File: src/hctb_ram.sv
// ----------------------------------------------------------------------------
// hctb_ram
// Generic simple dual-port RAM, one write port, one read port, registered read.
// ----------------------------------------------------------------------------
`default_nettype none

module hctb_ram #(
   parameter int WIDTH = 8,
   parameter int DEPTH = 32,
   localparam int AW = (DEPTH > 1) ? $clog2(DEPTH) : 1
) (
   input  wire logic             clock,
   input  wire logic             wr_en,
   input  wire logic [AW-1:0]    wr_addr,
   input  wire logic [WIDTH-1:0] wr_data,
   input  wire logic [AW-1:0]    rd_addr,
   output logic      [WIDTH-1:0] rd_data
);

   logic [WIDTH-1:0] mem_ff [DEPTH];
   logic [WIDTH-1:0] rd_data_ff;

   always_ff @(posedge clock) begin
      if (wr_en) begin
         mem_ff[wr_addr] <= wr_data;
      end
      rd_data_ff <= mem_ff[rd_addr];
   end

   assign rd_data = rd_data_ff;

endmodule

`default_nettype wire

File: config.mk
export PLATFORM = sky130hd
export DESIGN_NAME = hctb_ram
export DESIGN_NICKNAME = d
export VERILOG_FILES = /design/src/hctb_ram.sv
export SDC_FILE = /design/constraint.sdc
export NUM_CORES = 1
export LEC_CHECK = 0
export ABC_AREA = 1
export BUFFER_PORTS_ARGS = -buffer_cell sky130_fd_sc_hd__buf_2
export CORE_MARGIN = 2
export CORE_UTILIZATION = 40
export CTS_CLUSTER_DIAMETER = 120
export DETAILED_ROUTE_END_ITERATION = 6
export PLACE_DENSITY_LB_ADDON = 0.25
export SYNTH_ARGS = -nofsm -noshare
export SYNTH_HDL_FRONTEND = slang
export SYNTH_SLANG_ARGS = --single-unit
File: constraint.sdc
create_clock -name clock -period 1.5 [get_ports clock]
set_input_delay 0.075 -clock clock [delete_from_list [all_inputs] [get_ports clock]]
set_output_delay 0.075 -clock clock [all_outputs]
set_load 0.005 [all_outputs]
==> Word-level counts from Yosys, hierarchy flattened <==
Memory sizes are Yosys's and may differ from the RTL's. A register that Yosys moved wholly into a read port is not among the register bits.
Index checks and enable logic that the tools add are counted.
W data, S select, Z words.
{ "classes": {"n_div": 0, "n_mul": 0, "n_reduce_logical": 0, "n_addsub": 0, "eq_ne": 0, "magnitude_cmp": 0, "shift": 0, "muxes": 2, "bitwise_logic": 0} }
{ "op_table": {"columns": ["operator", "count"], "rows": [
  ["$mux W1", 2]
]} }
{ "word_totals": {"regBits": 0, "latchBits": 0, "mem_bits_ro": 0, "output_inout_bits": 8, "word_cells": 3, "input_bits": 20, "mem_count": 1, "mem_bits_rw": 256} }
{ "mem_list": {"columns": ["memory", "words", "width", "read_ports", "rd_clocked_by_memory_dff", "wr", "line_no", "text"], "rows": [
  ["mem_ff", 32, 8, 1, 1, 1, "20", "logic [WIDTH-1:0] mem_ff [DEPTH];"]
]} }

==> Depth between registers and ports, before layout <==
Gate-level depths: netlist of run 1.
{ "depth": {"ltp_word": 2, "mapped_depth": 11} }

==> Least setup slack after synthesis of run 1 <==
No wires, ideal clock.
{ "synth_path": {"path_kind": "input -> register", "startpoint": "input wr_addr[0]", "endpoint": "memory mem_ff[0][0] (enable)", "setup_slack_ps": 391, "path_stages": 3, "n_path_buf": 0, "setup_ps": 370, "arrival_time_ps": 739, "t_required_ps": 1130, "cell_sequence": "inv_1 -> nand3_1 -> nor2_1"} }
{ "synth_lines": {"columns": ["item", "line_no", "text"], "rows": [
  ["from (decl)", "14", "input wire logic [AW-1:0] wr_addr,"],
  ["to (decl)", "20", null]
]} }
Straight into the memory's write port.

==> metrics.cfg, run 1 <==
[logic_synthesis]
largest_family_of_logic_cells_by_synthesized_area=simple AND/OR/NAND/NOR gates
synth_xor_area_frac=0
syn_nets=942
synthesis.instances=922
yosys.area_share.adder=0
ys_seq_area_frac=0.728
postSynthAreaPerCell_um2=11.7
ys_ff_latch=264
synth_cell_type_count=12
cell_area_synth_mm2=0.0108
yosys.area_share.simple=0.231
synth_compound_area_frac=0
fraction_of_synthesized_area_in_multiplexers=0
ys.warnings.count=0

[timing]
hold_viol_final=0
max_slew.worst_pin.slew_ps=648
final.period_utilization=0.768
final.min_clock_period_ps=1150
clock-skew-final_ps=29.7
finalSetupViolCount=0
grt_setup_unrepaired=false
max_clock_freq_ghz=0.868
timing.setup.tns_ps=0
slew_viol_final=0
timing.max_slew.rel_slack=0.568

[critical_path]
worst_setup_path_start_kind=register
critical_path.cell_chain=nand2_1 > nand3_1 > nand3_1 > nand2_1 > nand2_1 > nand2_1 > nand2_1 > nand2_1
critical_path_peak_fanout=1
slowest_delay_ps=350
timing.reg2reg.worst_path_depth=8
cp.buffers_inverters=0
worst_ep_arrival_time_ps=1560
worst_setup_path_type=reg -> reg
regToRegStartpoint=mem_ff[9][6]
path_delay_family=simple AND/OR/NAND/NOR gates
endpoint_kind=register
cp_data_required_time_ps=1910
timing.rr.end=rd_data[6]
timing.critical_path.mode_cell=sky130_fd_sc_hd__nand2_1
setup.reg_to_reg.worst_slack_ps=350
cpMaxStageDelayCell=sky130_fd_sc_hd__edfxtp_1

[cells_and_area]
layout-area-overhead-vs-synth_pct=16.1
final_nets=1015
layout.cells.most_common_list=360 x sky130_fd_sc_hd__nand2_1, 256 x sky130_fd_sc_hd__edfxtp_1, 204 x sky130_fd_sc_hd__nand3_1
final_common_cell=sky130_fd_sc_hd__nand2_1
multi_input_comb_area_mm2=0.00249
num_antenna_cells=0
filler_cell_count=2458
post_route_cells_drive_above_1_share=0.135
layout.area.seq_mm2=0.00785
post_layout_util=0.469

[grt]
grt_overflow_total=0
grt_pass1_vias=6888
globalRouteMet1Util=0.253
gr-usage-all-layers=0.185
globalRouteMet2Util=0.317
grt_antenna_before_repair=0
grt_first_pass_wirelength_mm=39.9
grt_start_max_net_pins=65
met3_usage=0.0207
globalRoute.busiestLayer=met2

[clock_network]
clock_latency_ps=540
cts-root-to-sink-buffers=3
h-tree-depth=1
cts_sinks=264
cts_post_setup_buffers_inserted=0
cts-buffers-inserted=27
cts_tree=yes
cts_root_buf=sky130_fd_sc_hd__clkbuf_16
clock_pin_slew_on_the_worst_setup_and_hold_paths_ps=60

[worst_hold_path]
hold_path.startpoint=wr_data[5]
whs_endpoint=mem_ff[10][5]
timing.hold.worst_path_depth=2
worstHoldPathType=in -> reg

[floorplanning]
core.rowCount=60
core_mm2=0.0267
initial_standard_cell_utilization_of_the_core=0.404
die-height_um=168
design.portCount=28
die_width_um=168
die-area_mm2=0.0283

[place]
detailed_place_hpwl_mm=15.3
globalplace.congestion=0.782
placement.io_buffers=27

[power_and_ir_drop]
ir_worst_vdd_mv=1.06
power_per_cell_area_mw_per_mm2=1270
leakage_component_of_the_power_nw=4.73

[drt]
drt-vias-per-instance=5.07
finalWirelength_mm=25.7
detailedRoute.firstPassIterationCount=5
dr_total_vias=6879
detail-route-antenna-nets=0
drt_iter0_drc=553
post_drt_wl_per_cell_um=18.9
drc=0

[outcome]
outcome=finished clean

[run]
max_cap_viol_count=0

[synth_stat cells]
| cell | number | share of area |
|---|---|---|
| sky130_fd_sc_hd__buf_2 | 15 | 0.0070 |
| sky130_fd_sc_hd__inv_2 | 2 | 0.00070 |
| sky130_fd_sc_hd__nand2_1 | 360 | 0.13 |
| sky130_fd_sc_hd__inv_1 | 8 | 0.0028 |
| sky130_fd_sc_hd__nor2_1 | 32 | 0.011 |
| sky130_fd_sc_hd__buf_1 | 2 | 0.00070 |
| sky130_fd_sc_hd__nand3_1 | 204 | 0.095 |
| sky130_fd_sc_hd__buf_6 | 24 | 0.025 |
| sky130_fd_sc_hd__buf_4 | 4 | 0.0028 |
| sky130_fd_sc_hd__edfxtp_1 | 256 | 0.71 |
| sky130_fd_sc_hd__dfxtp_1 | 8 | 0.015 |
| sky130_fd_sc_hd__clkbuf_1 | 7 | 0.0024 |
[kinds of logic after synthesis]
family,count (synthesis)
buffers and inverters,62
and+or+nand+nor,596
DFF,264
[final cells by class]
type,instances,area share
Sequential cell,264,0.626
Tap cell,341,0.0341
Clock buffer,43,0.0667
Inverter,10,0.00320
Multi-Input combinational cell,596,0.199
Clock inverter,7,0.00549
Timing Repair Buffer,96,0.0651
[worst max-delay path by stage]
stage                 start           end  slack, ps  depth (start not counted)
3_3_place_gp     rd_addr[0]    rd_data[2]        170                         11
5_1_grt        mem_ff[9][6]    rd_data[6]        260                          8
6_report       mem_ff[9][6]    rd_data[6]        350                          8
3_5_place_dp     rd_addr[0]    rd_data[2]        170                         11
2_1_floorplan    wr_addr[0]  mem_ff[0][0]        390                          3
4_1_cts          rd_data[0]    rd_data[0]        340                          1
[state kept, by name, summed over array words and instances, names as in the netlist]
register	count
mem_ff	256
rd_data	8
[worst reg2reg max path: cells and delay by family, from the launching register on]
family	cells	cell delay (ps)
DFF	1	350
and+or+nand+nor	8	660
[what timing repair did]
action | CTS | global route
endpoints found under the setup margin | 0 | 0
hold buffers | 4 | 0
gates resized for setup | 0 | 0
endpoints found under the hold margin | 54 | 0
[stage by stage]
stage                     instances  instance area, µm²  hold slack, ps  worst slack, ps  power (mW)
after global routing           1357               12500             104              263        16.4
final                          1357               12500            93.1              347        15.9
after floorplan                 922               10800             174              391        8.97
after global placement         1303               11600             430              165        9.42
after CTS                      1357               12500            94.3              341        16.0
after detailed placement       1303               11600             433              174        9.43
[metal layers]
layer  up-vias  share of wire
li1       3352              -
met1      3316           0.45
met2       171           0.49
met3        40          0.044
met4         0          0.019
met5         -              0
[report_power, final]
part / switching (mW) / internal (mW) / total (mW)
clock network: 2.66 / 3.98 / 6.64
logic: 0.704 / 0.324 / 1.03
registers: 0.0407 / 8.20 / 8.24
No activity file was read; power rests on OpenSTA's default activity.
==> inputs of run 2 (changes only) <==
clock period = 1.2 ns   (was 1.5 ns; I/O delays follow)
==> metrics.cfg, run 2 (synthesis gave the netlist of run 1 again) <==
[cells_and_area]
top_register=mem_ff
post_route_cells_drive_above_1_share=0.155
number_of_flip_flops_under_the_largest_register_name=256
post_layout_util=0.475
multi_input_comb_area_mm2=0.00252
num_antenna_cells=0
filler_cell_count=2454
final_common_cell=sky130_fd_sc_hd__nand2_1
post_route_insts_no_fill=1369
layout-area-overhead-vs-synth_pct=17.6
layout.cells.most_common_list=357 x sky130_fd_sc_hd__nand2_1, 256 x sky130_fd_sc_hd__edfxtp_1, 199 x sky130_fd_sc_hd__nand3_1
final_nets=1027
layout.area.seq_mm2=0.00785

[clock_network]
h-tree-depth=1
cts_tree=yes
cts-buffers-inserted=28
clock_pin_slew_on_the_worst_setup_and_hold_paths_ps=60
cts-root-to-sink-buffers=3
cts_sinks=264
cts_root_buf=sky130_fd_sc_hd__clkbuf_16
clock_latency_ps=550

[floorplanning]
core_mm2=0.0267
die-height_um=168
die-area_mm2=0.0283
design.portCount=28
initial_standard_cell_utilization_of_the_core=0.404
core.rowCount=60
die_width_um=168

[drt]
drc=0
detail-route-antenna-nets=0
post_drt_wl_per_cell_um=19.2
drt_iter0_drc=495
dr_total_vias=7036
drt-vias-per-instance=5.14
detailedRoute.firstPassIterationCount=5
finalWirelength_mm=26.3

[timing]
finalSetupViolCount=0
final.min_clock_period_ps=1150
hold_viol_final=0
slew_viol_final=0
max_slew.worst_pin.slew_ps=723
final_critical_path_setup_slack_ps=49.1
timing.setup.tns_ps=0
max_clock_freq_ghz=0.869
clock-skew-final_ps=7.71
final.period_utilization=0.959
fin_worst_hold_slack_ps=85.8
timing.max_slew.rel_slack=0.518

[critical_path]
critical_path_peak_fanout=1
path_delay_family=flip-flops
slowest_delay_ps=400
cp.buffers_inverters=1
cp_data_required_time_ps=1140
worst_ep_arrival_time_ps=1090
cpMaxStageDelayCell=sky130_fd_sc_hd__dfxtp_1
worst_setup_path_type=reg -> out
endpoint_kind=output pin
setup.reg_to_reg.worst_slack_ps=70
worst_setup_path_start_kind=register
critical_path.cell_chain=buf_2

[power_and_ir_drop]
netSwitchingPower_mw=4.50
p_seq_frac=0.504
internal_portion_of_total_power_mw=15.9
ir_worst_vdd_mv=1.29
power_per_cell_area_mw_per_mm2=1610
fraction_of_power_consumed_by_combinational_cells=0.066
switching_fraction=0.220
leakage_component_of_the_power_nw=4.82
clkPwrFrac=0.429

[place]
placement.io_buffers=27
dpl_worst_slack_ps=-146
detailed_place_hpwl_mm=15.7
placed_cells=1316
globalplace.congestion=0.772

[outcome]
outcome=finished clean

[grt]
grt_start_max_net_pins=63
gr-usage-all-layers=0.188
grt_overflow_total=0
grt_pass1_vias=6857
grt_antenna_before_repair=0
grt_first_pass_wirelength_mm=40.2

[run]
max_cap_viol_count=0

[worst_hold_path]
worstHoldPathType=in -> reg

## run 2: power groups by stage
stage / registers [mW] / logic, mW / clock network [mW]
after CTS: 10.3 / 1.36 / 8.88
after global routing: 10.3 / 1.50 / 9.21
after floorplan: 10.5 / 0.739 / 0
final: 10.3 / 1.35 / 8.77
after detailed placement: 10.5 / 1.35 / 0
after global placement: 10.5 / 1.33 / 0
## run 2: final cells by class
type	instances	area share
well taps	341	0.0336
inverters	10	0.00316
flip-flops and latches	264	0.618
repair buffers	107	0.0714
multi-input cells	596	0.199
clock buffers	30	0.0575
clock inverters	21	0.0169
## run 2: layer usage
metal / vias to the layer above / part of all wire / global-route usage
li1: 3373 / - / -
met1: 3440 / 0.44 / 0.257
met2: 184 / 0.49 / 0.320
met3: 39 / 0.050 / 0.0212
met4: 0 / 0.021 / 0.0558
met5: - / 0 / 0
## run 2: path summary, 6_finish.rpt
path,cells past startpoint,from,end
worst max register to register,8,mem_ff[19][4],rd_data[4]
worst min-delay path,7,rd_addr[3],rd_data[0]
worst max-delay path,1,rd_data[1],rd_data[1]
worst min register to register,8,mem_ff[4][2],rd_data[2]
## run 2: timing repair
action,4_1_cts,5_1_grt
gates resized for setup,0,8
hold buffers,2,0
buffers inserted,0,0
setup endpoints to repair,0,5
endpoints found under the hold margin,40,0
## run 2: stage by stage
step           area, µm²  total power, mW
2_1_floorplan      10800             11.2
3_3_place_gp       11700             11.8
3_5_place_dp       11700             11.8
4_1_cts            12700             20.5
5_1_grt            12700             21.0
6_report           12700             20.4
==> inputs of run 3 (changes only) <==
CTS_CLUSTER_DIAMETER = 40   (was 120)
PLACE_DENSITY_LB_ADDON = 0.12   (was 0.25)
REMOVE_ABC_BUFFERS = 1   (was unset)
==> metrics.cfg, run 3 (synthesis gave the netlist of run 1 again) <==
[timing]
finalSetupViolCount=0
grt_setup_unrepaired=true
slew_viol_final=0
final.min_clock_period_ps=1100
final.period_utilization=0.919
max_clock_freq_ghz=0.907
hold_viol_final=0
final_critical_path_setup_slack_ps=97.3
clock-skew-final_ps=18.3
max_slew.worst_pin.slew_ps=719
timing.max_slew.rel_slack=0.521

[floorplanning]
die-area_mm2=0.0283
core.rowCount=60
die_width_um=168
core_mm2=0.0267
initial_standard_cell_utilization_of_the_core=0.404
design.portCount=28
die-height_um=168

[power_and_ir_drop]
power_per_cell_area_mw_per_mm2=1740
ir_worst_vdd_mv=0.840
leakage_component_of_the_power_nw=5.02
totalPowerFinal_mw=22.9

[cells_and_area]
layout.cells.most_common_list=350 x sky130_fd_sc_hd__nand2_1, 256 x sky130_fd_sc_hd__edfxtp_1, 193 x sky130_fd_sc_hd__nand3_1
num_antenna_cells=0
post_layout_util=0.492
layout-area-overhead-vs-synth_pct=21.8
number_of_flip_flops_under_the_largest_register_name=256
filler_cell_count=2398
final_nets=1038
final_common_cell=sky130_fd_sc_hd__nand2_1
top_register=mem_ff
post_route_cells_drive_above_1_share=0.179
post_route_insts_no_fill=1388

[clock_network]
cts_tree=yes
cts-buffers-inserted=39
h-tree-depth=2
clock_latency_ps=510
clock_pin_slew_on_the_worst_setup_and_hold_paths_ps=60
cts_sinks=264
cts-root-to-sink-buffers=3
cts_root_buf=sky130_fd_sc_hd__clkbuf_16

[place]
placement.io_buffers=27
detailed_place_hpwl_mm=16.6
globalplace.congestion=0.777
dpl_worst_slack_ps=-200
placed_cells=1316

[drt]
drt-vias-per-instance=5.03
detail-route-antenna-nets=0
drc=0
post_drt_wl_per_cell_um=19.4
finalWirelength_mm=27.0
drt_iter0_drc=548
dr_total_vias=6983
detailedRoute.firstPassIterationCount=4

[grt]
grt_start_max_net_pins=51
grt_antenna_before_repair=0
grt_first_pass_wirelength_mm=41.4
gr-usage-all-layers=0.195
grt_overflow_total=0
grt_pass1_vias=6794

[run]
max_cap_viol_count=0

[critical_path]
cp_data_required_time_ps=1600
endpoint_kind=register
worst_setup_path_type=reg -> reg
critical_path_peak_fanout=1
worst_setup_path_start_kind=register
worst_ep_arrival_time_ps=1500

[outcome]
outcome=finished clean

[worst_hold_path]
worstHoldPathType=in -> reg

==> run 3: cell types whose count changed in the layout (fill, tap and decap cells not counted), moves of 6 or more <==
cell and change:
sky130_fd_sc_hd__nand2_2 +7, sky130_fd_sc_hd__nand3_1 -6, sky130_fd_sc_hd__nand3_2 +6, sky130_fd_sc_hd__clkbuf_16 +12, sky130_fd_sc_hd__nand2_1 -7
==> run 3: routing by layer <==
metal	GRT usage	wire (µm)	share of wire
met5	0	0	0
met1	0.289	13000	0.48
met4	0.0484	501	0.019
met3	0.0315	1340	0.050
met2	0.302	12100	0.45
==> run 3: worst paths after layout <==
| path | to | slack, ps | depth (start not counted) | from |
|---|---|---|---|---|
| worst max-delay path | rd_data[5] | 100 | 8 | mem_ff[25][5] |
| worst min-delay path | rd_data[1] | 110 | 6 | rd_addr[3] |
| worst max register to register | rd_data[5] | 100 | 8 | mem_ff[25][5] |
| worst min register to register | rd_data[4] | 790 | 8 | mem_ff[6][4] |
==> run 3: power by group <==
group	leakage, nW	internal, mW	switching (mW)
Combinational	2.02	0.458	0.936
Sequential	2.37	10.3	0.0427
Clock	0.631	7.15	4.04
==> run 3: final cells by class <==
class / instances / area (µm²) / share of cell area
flip-flops and latches: 264 / 7850 / 0.597
multi-input cells: 596 / 2570 / 0.196
clock buffers: 45 / 1050 / 0.0800
repair buffers: 107 / 956 / 0.0728
well taps: 341 / 427 / 0.0325
clock inverters: 25 / 243 / 0.0185
inverters: 10 / 40.0 / 0.00305
==> run 3: worst max-delay path, cell delays in order (launching register included) <==
cell	delay, ps
sky130_fd_sc_hd__edfxtp_1	350
sky130_fd_sc_hd__nand2_1	70
sky130_fd_sc_hd__nand3_1	70
sky130_fd_sc_hd__nand3_1	150
sky130_fd_sc_hd__nand2_1	70
sky130_fd_sc_hd__nand2_1	70
sky130_fd_sc_hd__nand2_2	70
sky130_fd_sc_hd__nand2_2	80
sky130_fd_sc_hd__nand2_1	60
==> run 3: repair_timing <==
action,in CTS,in global routing
gates resized for setup,0,21
endpoints found under the setup margin,0,6
buffers inserted,0,0
hold endpoints to repair,40,0
hold buffers,2,0
==> run 3: through the flow <==
stage | hold slack [ps] | setup TNS, ps | instance area, µm²
5_1_grt | 137 | -12.3 | 13100
2_1_floorplan | 159 | -3260 | 10400
3_5_place_dp | 391 | -1220 | 11700
6_report | 110 | 0 | 13100
3_3_place_gp | 385 | -1630 | 11700
4_1_cts | 89.2 | 0 | 13100
